<file path="src/hdl/tse_pkg.sv">
// Shared constants, state encoding and controller/datapath interface types.
package tse_pkg;

  localparam int X_W      = 20;
  localparam int VAL_W    = 44;
  localparam int N_W      = 7;
  localparam int TOL_W    = 32;
  localparam int PROD_W   = 64;
  localparam int NUM_W    = 65;
  localparam int QUO_W    = 48;
  localparam int FRAC_X   = 16;
  localparam int PAD_W    = NUM_W - QUO_W;
  localparam int STEP_W   = 7;
  localparam int S_DATA_W = 24;
  localparam int M_DATA_W = 56;
  localparam int M_USER_W = 2;

  localparam logic [N_W-1:0]    MAX_TERMS   = 7'd64;
  localparam logic [VAL_W-1:0]  ONE_Q32     = 44'h001_0000_0000;
  localparam logic [VAL_W-1:0]  MAX_Q44     = 44'hFFF_FFFF_FFFF;
  localparam logic [TOL_W-1:0]  TOL_RESET   = 32'd43;
  localparam logic [STEP_W-1:0] STEPS_TERM  = 7'd48;
  localparam logic [STEP_W-1:0] STEPS_RECIP = 7'd65;

  typedef enum logic [2:0] {
    ST_IDLE,
    ST_MUL,
    ST_DIV_GO,
    ST_DIV_WAIT,
    ST_RECIP_GO,
    ST_RECIP_WAIT,
    ST_OUTPUT
  } state_t;

  typedef struct packed {
    logic load;
    logic mul;
    logic div_start;
    logic div_recip;
    logic accum;
    logic step_n;
  } cmd_t;

  typedef struct packed {
    logic div_busy;
    logic term_small;
    logic at_limit;
    logic neg;
  } status_t;

  typedef struct packed {
    logic             saturated;
    logic             not_converged;
    logic [N_W-1:0]   terms_used;
    logic [VAL_W-1:0] exp_result;
  } result_t;

endpackage

</file>
<file path="src/hdl/tse_div.sv">
// Restoring long divider, one quotient bit per cycle, left-aligned numerator.
module tse_div (
  input  logic                        clk,
  input  logic                        rst,
  input  logic                        start,
  input  logic [tse_pkg::NUM_W-1:0]   numer,
  input  logic [tse_pkg::VAL_W-1:0]   denom,
  input  logic [tse_pkg::STEP_W-1:0]  steps,
  output logic                        busy,
  output logic [tse_pkg::QUO_W-1:0]   quot
);
  import tse_pkg::*;

  logic [NUM_W-1:0]  num;
  logic [VAL_W-1:0]  rem;
  logic [VAL_W-1:0]  dvs;
  logic [STEP_W-1:0] cnt;
  logic [VAL_W:0]    rem_sh;
  logic [VAL_W:0]    diff;
  logic              ge;

  assign rem_sh = {rem, num[NUM_W-1]};
  assign ge     = rem_sh >= {1'b0, dvs};
  assign diff   = rem_sh - {1'b0, dvs};
  assign busy   = cnt != '0;

  always_ff @(posedge clk) begin
    if (rst) begin
      cnt <= '0;
    end else if (start) begin
      cnt <= steps;
    end else if (busy) begin
      cnt <= cnt - 1'b1;
    end
  end

  always_ff @(posedge clk) begin
    if (start) begin
      num  <= numer;
      dvs  <= denom;
      rem  <= '0;
      quot <= '0;
    end else if (busy) begin
      num  <= {num[NUM_W-2:0], 1'b0};
      rem  <= ge ? diff[VAL_W-1:0] : rem_sh[VAL_W-1:0];
      quot <= {quot[QUO_W-2:0], ge};
    end
  end

endmodule

</file>
<file path="src/hdl/tse_datapath.sv">
// Series datapath: term, sum, multiplier, shared divider and tolerance register.
module tse_datapath (
  input  logic                       clk,
  input  logic                       rst,
  input  logic                       cfg_we,
  input  logic [tse_pkg::TOL_W-1:0]  cfg_data,
  input  logic [tse_pkg::X_W-1:0]    x_value,
  input  tse_pkg::cmd_t              cmd,
  output tse_pkg::status_t           status,
  output tse_pkg::result_t           result
);
  import tse_pkg::*;

  logic [TOL_W-1:0]  tol;
  logic [X_W-1:0]    mag;
  logic              neg;
  logic [VAL_W-1:0]  term;
  logic [VAL_W-1:0]  sum;
  logic [N_W-1:0]    n;
  logic              sat;
  logic              conv;
  logic [PROD_W-1:0] prod;

  logic [NUM_W-1:0]  numer;
  logic [VAL_W-1:0]  denom;
  logic [STEP_W-1:0] steps;
  logic              div_busy;
  logic [QUO_W-1:0]  quot;
  logic [VAL_W-1:0]  new_term;
  logic [VAL_W:0]    add;

  assign numer = cmd.div_recip ? {1'b1, {(NUM_W-1){1'b0}}}
                               : {prod[PROD_W-1:FRAC_X], {PAD_W{1'b0}}};
  assign denom = cmd.div_recip ? sum : {{(VAL_W-N_W){1'b0}}, n};
  assign steps = cmd.div_recip ? STEPS_RECIP : STEPS_TERM;

  tse_div u_div (
    .clk   (clk),
    .rst   (rst),
    .start (cmd.div_start),
    .numer (numer),
    .denom (denom),
    .steps (steps),
    .busy  (div_busy),
    .quot  (quot)
  );

  assign new_term = quot[VAL_W-1:0];
  assign add      = {1'b0, sum} + {1'b0, new_term};

  always_ff @(posedge clk) begin
    if (rst) begin
      tol <= TOL_RESET;
    end else if (cfg_we) begin
      tol <= cfg_data;
    end
  end

  always_ff @(posedge clk) begin
    if (cmd.load) begin
      mag  <= x_value[X_W-1] ? X_W'(~x_value + 1'b1) : x_value;
      neg  <= x_value[X_W-1];
      term <= ONE_Q32;
      sum  <= ONE_Q32;
      n    <= N_W'(1);
      sat  <= 1'b0;
      conv <= 1'b0;
    end else begin
      if (cmd.mul) begin
        prod <= PROD_W'(term * mag);
      end
      if (cmd.accum) begin
        term <= new_term;
        sum  <= add[VAL_W] ? MAX_Q44 : add[VAL_W-1:0];
        sat  <= sat | add[VAL_W];
        conv <= status.term_small;
      end
      if (cmd.step_n) begin
        n <= n + 1'b1;
      end
    end
  end

  assign status.div_busy   = div_busy;
  assign status.term_small = new_term < {{(VAL_W-TOL_W){1'b0}}, tol};
  assign status.at_limit   = n == MAX_TERMS;
  assign status.neg        = neg;

  // reciprocal is at most 2^32, so it never reaches the clamp
  assign result.exp_result    = neg ? quot[VAL_W-1:0] : sum;
  assign result.terms_used    = n;
  assign result.not_converged = ~conv;
  assign result.saturated     = sat;

endmodule

</file>
<file path="src/hdl/tse_ctrl.sv">
// Sequencing state machine: term loop, reciprocal and result hand-off.
module tse_ctrl (
  input  logic              clk,
  input  logic              rst,
  input  logic              in_valid,
  output logic              in_ready,
  input  logic              out_free,
  output logic              emit,
  input  tse_pkg::status_t  status,
  output tse_pkg::cmd_t     cmd
);
  import tse_pkg::*;

  state_t state;
  state_t state_next;

  always_ff @(posedge clk) begin
    if (rst) begin
      state <= ST_IDLE;
    end else begin
      state <= state_next;
    end
  end

  always_comb begin
    state_next = state;
    cmd        = '0;
    in_ready   = 1'b0;
    emit       = 1'b0;
    case (state)
      ST_IDLE: begin
        in_ready = 1'b1;
        if (in_valid) begin
          cmd.load   = 1'b1;
          state_next = ST_MUL;
        end
      end
      ST_MUL: begin
        cmd.mul    = 1'b1;
        state_next = ST_DIV_GO;
      end
      ST_DIV_GO: begin
        cmd.div_start = 1'b1;
        state_next    = ST_DIV_WAIT;
      end
      ST_DIV_WAIT: begin
        if (!status.div_busy) begin
          cmd.accum = 1'b1;
          if (status.term_small || status.at_limit) begin
            state_next = status.neg ? ST_RECIP_GO : ST_OUTPUT;
          end else begin
            cmd.step_n = 1'b1;
            state_next = ST_MUL;
          end
        end
      end
      ST_RECIP_GO: begin
        cmd.div_start = 1'b1;
        cmd.div_recip = 1'b1;
        state_next    = ST_RECIP_WAIT;
      end
      ST_RECIP_WAIT: begin
        cmd.div_recip = 1'b1;
        if (!status.div_busy) begin
          state_next = ST_OUTPUT;
        end
      end
      ST_OUTPUT: begin
        if (out_free) begin
          emit       = 1'b1;
          state_next = ST_IDLE;
        end
      end
      default: begin
        state_next = ST_IDLE;
      end
    endcase
  end

endmodule

</file>
<file path="src/hdl/taylor_series_exp_unit.sv">
// Top level of the Taylor-series exponential unit.
//
// Input words arrive on s_tvalid/s_tready/s_tdata, one argument x each
// (signed Q4.16). Results leave on m_tvalid/m_tready/m_tdata/m_tuser:
// exp(x) in unsigned Q12.32, the number of terms summed and two flags.
// The tolerance register is written through cfg_valid/cfg_ready/cfg_data,
// which is always ready; write it only while the unit is idle.
// One argument is worked on at a time. Each term takes one multiply,
// one divider start, a pass through the shared bit-serial divider and
// one accumulate. A negative argument adds a reciprocal through the
// same divider. The next word can be taken as soon as the result is
// loaded. The result sits in an output register, so a stalled receiver
// does not stop the next argument being taken; only the hand-off of
// that next result waits. Synchronous reset returns the unit to idle,
// drops m_tvalid and loads the tolerance with its default.
module taylor_series_exp_unit (
  input  logic                          clk,
  input  logic                          rst,
  input  logic                          s_tvalid,
  output logic                          s_tready,
  input  logic [tse_pkg::S_DATA_W-1:0]  s_tdata,   // [19:0] x_value
  output logic                          m_tvalid,
  input  logic                          m_tready,
  output logic [tse_pkg::M_DATA_W-1:0]  m_tdata,   // [43:0] exp_result, [50:44] terms_used
  output logic [tse_pkg::M_USER_W-1:0]  m_tuser,   // [0] not_converged, [1] saturated
  input  logic                          cfg_valid,
  output logic                          cfg_ready,
  input  logic [tse_pkg::TOL_W-1:0]     cfg_data
);
  import tse_pkg::*;

  cmd_t    cmd;
  status_t status;
  result_t result;
  logic    out_free;
  logic    emit;

  assign cfg_ready = 1'b1;
  assign out_free  = !m_tvalid || m_tready;

  tse_ctrl u_ctrl (
    .clk      (clk),
    .rst      (rst),
    .in_valid (s_tvalid),
    .in_ready (s_tready),
    .out_free (out_free),
    .emit     (emit),
    .status   (status),
    .cmd      (cmd)
  );

  tse_datapath u_dp (
    .clk      (clk),
    .rst      (rst),
    .cfg_we   (cfg_valid),
    .cfg_data (cfg_data),
    .x_value  (s_tdata[X_W-1:0]),
    .cmd      (cmd),
    .status   (status),
    .result   (result)
  );

  always_ff @(posedge clk) begin
    if (rst) begin
      m_tvalid <= 1'b0;
    end else if (emit) begin
      m_tvalid <= 1'b1;
    end else if (m_tready) begin
      m_tvalid <= 1'b0;
    end
  end

  always_ff @(posedge clk) begin
    if (emit) begin
      m_tdata <= {{(M_DATA_W-VAL_W-N_W){1'b0}}, result.terms_used, result.exp_result};
      m_tuser <= {result.saturated, result.not_converged};
    end
  end

endmodule

</file>
<file path="config.mk">
export PLATFORM = sky130hd
export DESIGN_NAME = taylor_series_exp_unit
export DESIGN_NICKNAME = d
export VERILOG_FILES = /design/src/hdl/tse_pkg.sv /design/src/hdl/tse_div.sv /design/src/hdl/tse_datapath.sv /design/src/hdl/tse_ctrl.sv /design/src/hdl/taylor_series_exp_unit.sv
export SDC_FILE = /design/constraint.sdc
export NUM_CORES = 2
export LEC_CHECK = 0
export ABC_AREA = 1
export BUFFER_PORTS_ARGS = -buffer_cell sky130_fd_sc_hd__buf_2
export CORE_MARGIN = 5
export CORE_UTILIZATION = 40
export DETAILED_ROUTE_END_ITERATION = 10
export PLACE_DENSITY = 0.56
export SETUP_SLACK_MARGIN = 0.5
export SYNTH_ARGS = -nofsm -noshare
export SYNTH_HDL_FRONTEND = slang
export SYNTH_SLANG_ARGS = --single-unit
</file>
<file path="constraint.sdc">
create_clock -name clk -period 13.6 [get_ports clk]
set_clock_uncertainty 0.2 [all_clocks]
set_input_delay 1.36 -clock clk [delete_from_list [all_inputs] [get_ports clk]]
set_output_delay 1.36 -clock clk [all_outputs]
set_load 0.1 [all_outputs]
</file>
==> results.py <==
metrics = {
    "critical_path": {
        "critPathKind": "reg -> reg",
        "end_kind": "flop",
        "crit_path_cell_trace": "nand2_1 > fa_1 > inv_1 > fa_1 > fa_1 > fa_1 > fa_1 > fa_1 > inv_1 > fa_1 > inv_1 > ha_1 > a21oi_1 > o21ai_0 > a21oi_1 > o21ai_0 > a21oi_1 > nand2_1 > xor2_1",
        "crit_path_start_kind": "flop",
        "crit_arrival_ns": 7.80,
        "cp_max_fo": 21,
        "crit_top_cell": "fa_1",
        "required_ns": 13.81,
        "path_delay_family": "adder cells",
        "slowest_stage": "dfxtp_1",
        "max_stage_delay_ns": 1.10,
        "timing.critical_path.buf_inv": 3,
    },
    "floorplan": {
        "num_rows": 133,
        "core_area_um2": 131000,
        "ios": 122,
        "die-height_um": 373,
        "die_w_um": 373,
        "dieArea_um2": 139000,
        "start_util": 0.402,
    },
    "timing": {
        "fin_setup_tns_ns": 0,
        "maxSlewViolCount": 0,
        "relSlewSlack": 0.202,
        "post-route-min-period_ns": 7.59,
        "fin_crit_sh": 0.558,
        "worst_pin_slew_ns": 1.20,
        "rsz0062_at_grt": "no",
        "finalHoldViolCount": 0,
        "whs_ns": 0.264,
        "setup_viol": 0,
        "max_freq_mhz": 132,
    },
    "detailed_routing": {
        "wl_per_cell_um": 19.0,
        "routed_via_density": 5.03,
        "first_pass_iters": 5,
        "drtIter0Drc": 2535,
        "drc_errors": 0,
        "via_count": 43234,
        "ant_nets": 0,
        "wl_um": 163000,
    },
    "clocking": {
        "cts-hold-fix-buffers": 0,
        "ctsResizeCount": 0,
        "path_clk_slew_ns": 0.06,
        "clockRootBuffer": "clkbuf_16",
        "postCtsSetupBuffers": 0,
        "cts_tree": "done",
        "clockBufferDepth": 3,
        "cts_made_buffers": 50,
        "h-tree-depth": 2,
        "clk_latency_ns": 0.67,
        "cts_sinks": 442,
    },
    "status": {
        "status": "completed",
    },
    "global_routing": {
        "grt_pass1_wl_um": 258000,
        "grt_pass1_vias": 45364,
        "antenna_found_initial": 3,
        "use_met3": 0.0263,
        "globalRoute.busiestLayer": "met2",
        "grt-ovfl-total": 0,
        "grt_usage": 0.236,
        "met1_usage": 0.300,
        "grt_use_met2": 0.410,
        "grt_max_degree": 90,
    },
    "place": {
        "place_area_um2": 54800,
        "place_hpwl_um": 128000,
        "gp_congestion": 0.948,
        "port_buffers": 111,
    },
    "synthesis": {
        "netlist_area_um2": 52700,
        "yosysTopAreaCell": "fa_1",
        "ys_warn_count": 0,
        "synth.distinct_cells": 55,
        "ys_ff_latch": 442,
        "synth_top_area_share": 0.286,
        "synth_edf_count": 214,
        "yosysSeqAreaShare": 0.209,
        "yosys-top-cells-area": "fa_1 29%, nand2_1 12%, edfxtp_1 12%, inv_1 11%, dfxtp_1 8.7%",
        "synth.most_common_cell": "nand2_1",
        "synth_cells": 6850,
        "synthTopCellsByCount": "1742 x nand2_1, 1610 x inv_1, 753 x fa_1",
        "synthFlopType": "dfxtp_1",
        "async_flop_share": 0,
        "synth_area_per_cell_um2": 7.69,
    },
    "power_and_ir_drop": {
        "vdd_ir_drop_max_v": 0.000145,
        "power_density_nw_per_um2": 171,
        "p_leak_nw": 29.5,
    },
    "final_layout": {
        "nets": 7916,
        "diodes": 0,
        "layout-drive-gt1-share": 0.0432,
        "fin_util": 0.430,
        "area_growth_syn_to_layout_pct": 7.16,
        "final_cell_area_um2": 56400,
    },
    "flow_run": {
        "drv_cap": 0,
    },
    "worst_hold_path": {
        "hold_class": "reg -> reg",
    },
}
[final timing paths]
| check | start | endpoint | slack, ns | depth (start not counted) |
|---|---|---|---|---|
| max | u_dp.term[16]$_SDFFE_PP0P_ | u_dp.prod[43]$_DFFE_PP_ | 6.01 | 19 |
| min | u_dp.tol[16]$_SDFFE_PP0P_ | u_dp.tol[16]$_SDFFE_PP0P_ | 0.26 | 2 |
| max reg2reg | u_dp.term[16]$_SDFFE_PP0P_ | u_dp.prod[43]$_DFFE_PP_ | 6.01 | 19 |
| min reg2reg | u_dp.tol[16]$_SDFFE_PP0P_ | u_dp.tol[16]$_SDFFE_PP0P_ | 0.26 | 2 |
[report_power, final]
part | total, mW | internal [mW] | switching, mW
logic | 6.01 | 1.92 | 4.08
clock network | 1.38 | 0.779 | 0.599
registers | 2.24 | 1.93 | 0.305
total | 9.62 | 4.64 | 4.99
[cell usage in the layout, fill, tap and decap left out, drive strengths merged, types with 14 or more instances in the layout]
| master | instances |
|---|---|
| a21o | 17 |
| a22o | 46 |
| nor3 | 44 |
| clkbuf | 69 |
| fa | 753 |
| xnor2 | 31 |
| nor4 | 17 |
| nand3 | 151 |
| ha | 295 |
| o21ai | 336 |
| buf | 187 |
| o21bai | 22 |
| xor2 | 76 |
| o21a | 14 |
| a21oi | 330 |
| inv | 1621 |
| nand2 | 1745 |
| edfxtp | 214 |
| o22ai | 45 |
| dfxtp | 228 |
| nor2 | 479 |
| nand4 | 53 |
| clkinv | 15 |
[kinds of logic after synthesis]
kind of cell | synth area share
other | 0.000143
XOR/XNOR | 0.0178
AO/OA/AOI/OAI | 0.0875
adder cells (fa/ha/maj) | 0.356
AND/OR/NAND/NOR | 0.191
buffers and inverters | 0.139
flip-flops | 0.209
[state kept, by name, summed over array words and instances (netlist names), 44 cells and up]
| register | count |
|---|---|
| m_tdata | 51 |
| u_dp.prod | 48 |
| u_dp.sum | 44 |
| u_dp.term | 44 |
| u_dp.u_div.dvs | 44 |
| u_dp.u_div.num | 48 |
| u_dp.u_div.quot | 44 |
| u_dp.u_div.rem | 44 |
[stage by stage]
stage | instances | power [mW] | setup slack [ns]
after floorplan | 6854 | 6.20 | 7.28
after global placement | 8510 | 8.24 | 6.09
after detailed placement | 8510 | 8.30 | 6.10
after CTS | 8602 | 9.73 | 5.99
after global routing | 8602 | 10.5 | 5.77
final | 8602 | 9.62 | 6.01
[routing by layer]
| layer | part of all wire | wire length [um] | vias up |
|---|---|---|---|
| met5 | 0.000098 | 16 | - |
| met4 | 0.046 | 7500 | 2 |
| met3 | 0.050 | 8220 | 311 |
| met2 | 0.49 | 79600 | 1180 |
| met1 | 0.42 | 68000 | 21245 |
| li1 | - | - | 20496 |
[area by class of cell]
cell class,count,area [um2]
clock inverters,23,246
multi-input cells,4508,34400
inverters,1618,6070
repair buffers,187,1130
fillers,13606,74700
well taps,1755,2200
flip-flops and latches,442,11000
clock buffers,69,1390
[worst register-to-register path, cell delays in order (launching register included)]
cell	delay (ns)
dfxtp_1	1.10
nand2_1	0.21
fa_1	0.58
inv_1	0.05
fa_1	0.55
fa_1	0.43
fa_1	0.52
fa_1	0.43
fa_1	0.53
inv_1	0.06
fa_1	0.48
inv_1	0.05
ha_1	0.41
a21oi_1	0.36
o21ai_0	0.22
a21oi_1	0.34
o21ai_0	0.24
a21oi_1	0.17
nand2_1	0.13
xor2_1	0.28
No activity file was read; power rests on OpenSTA's default activity.
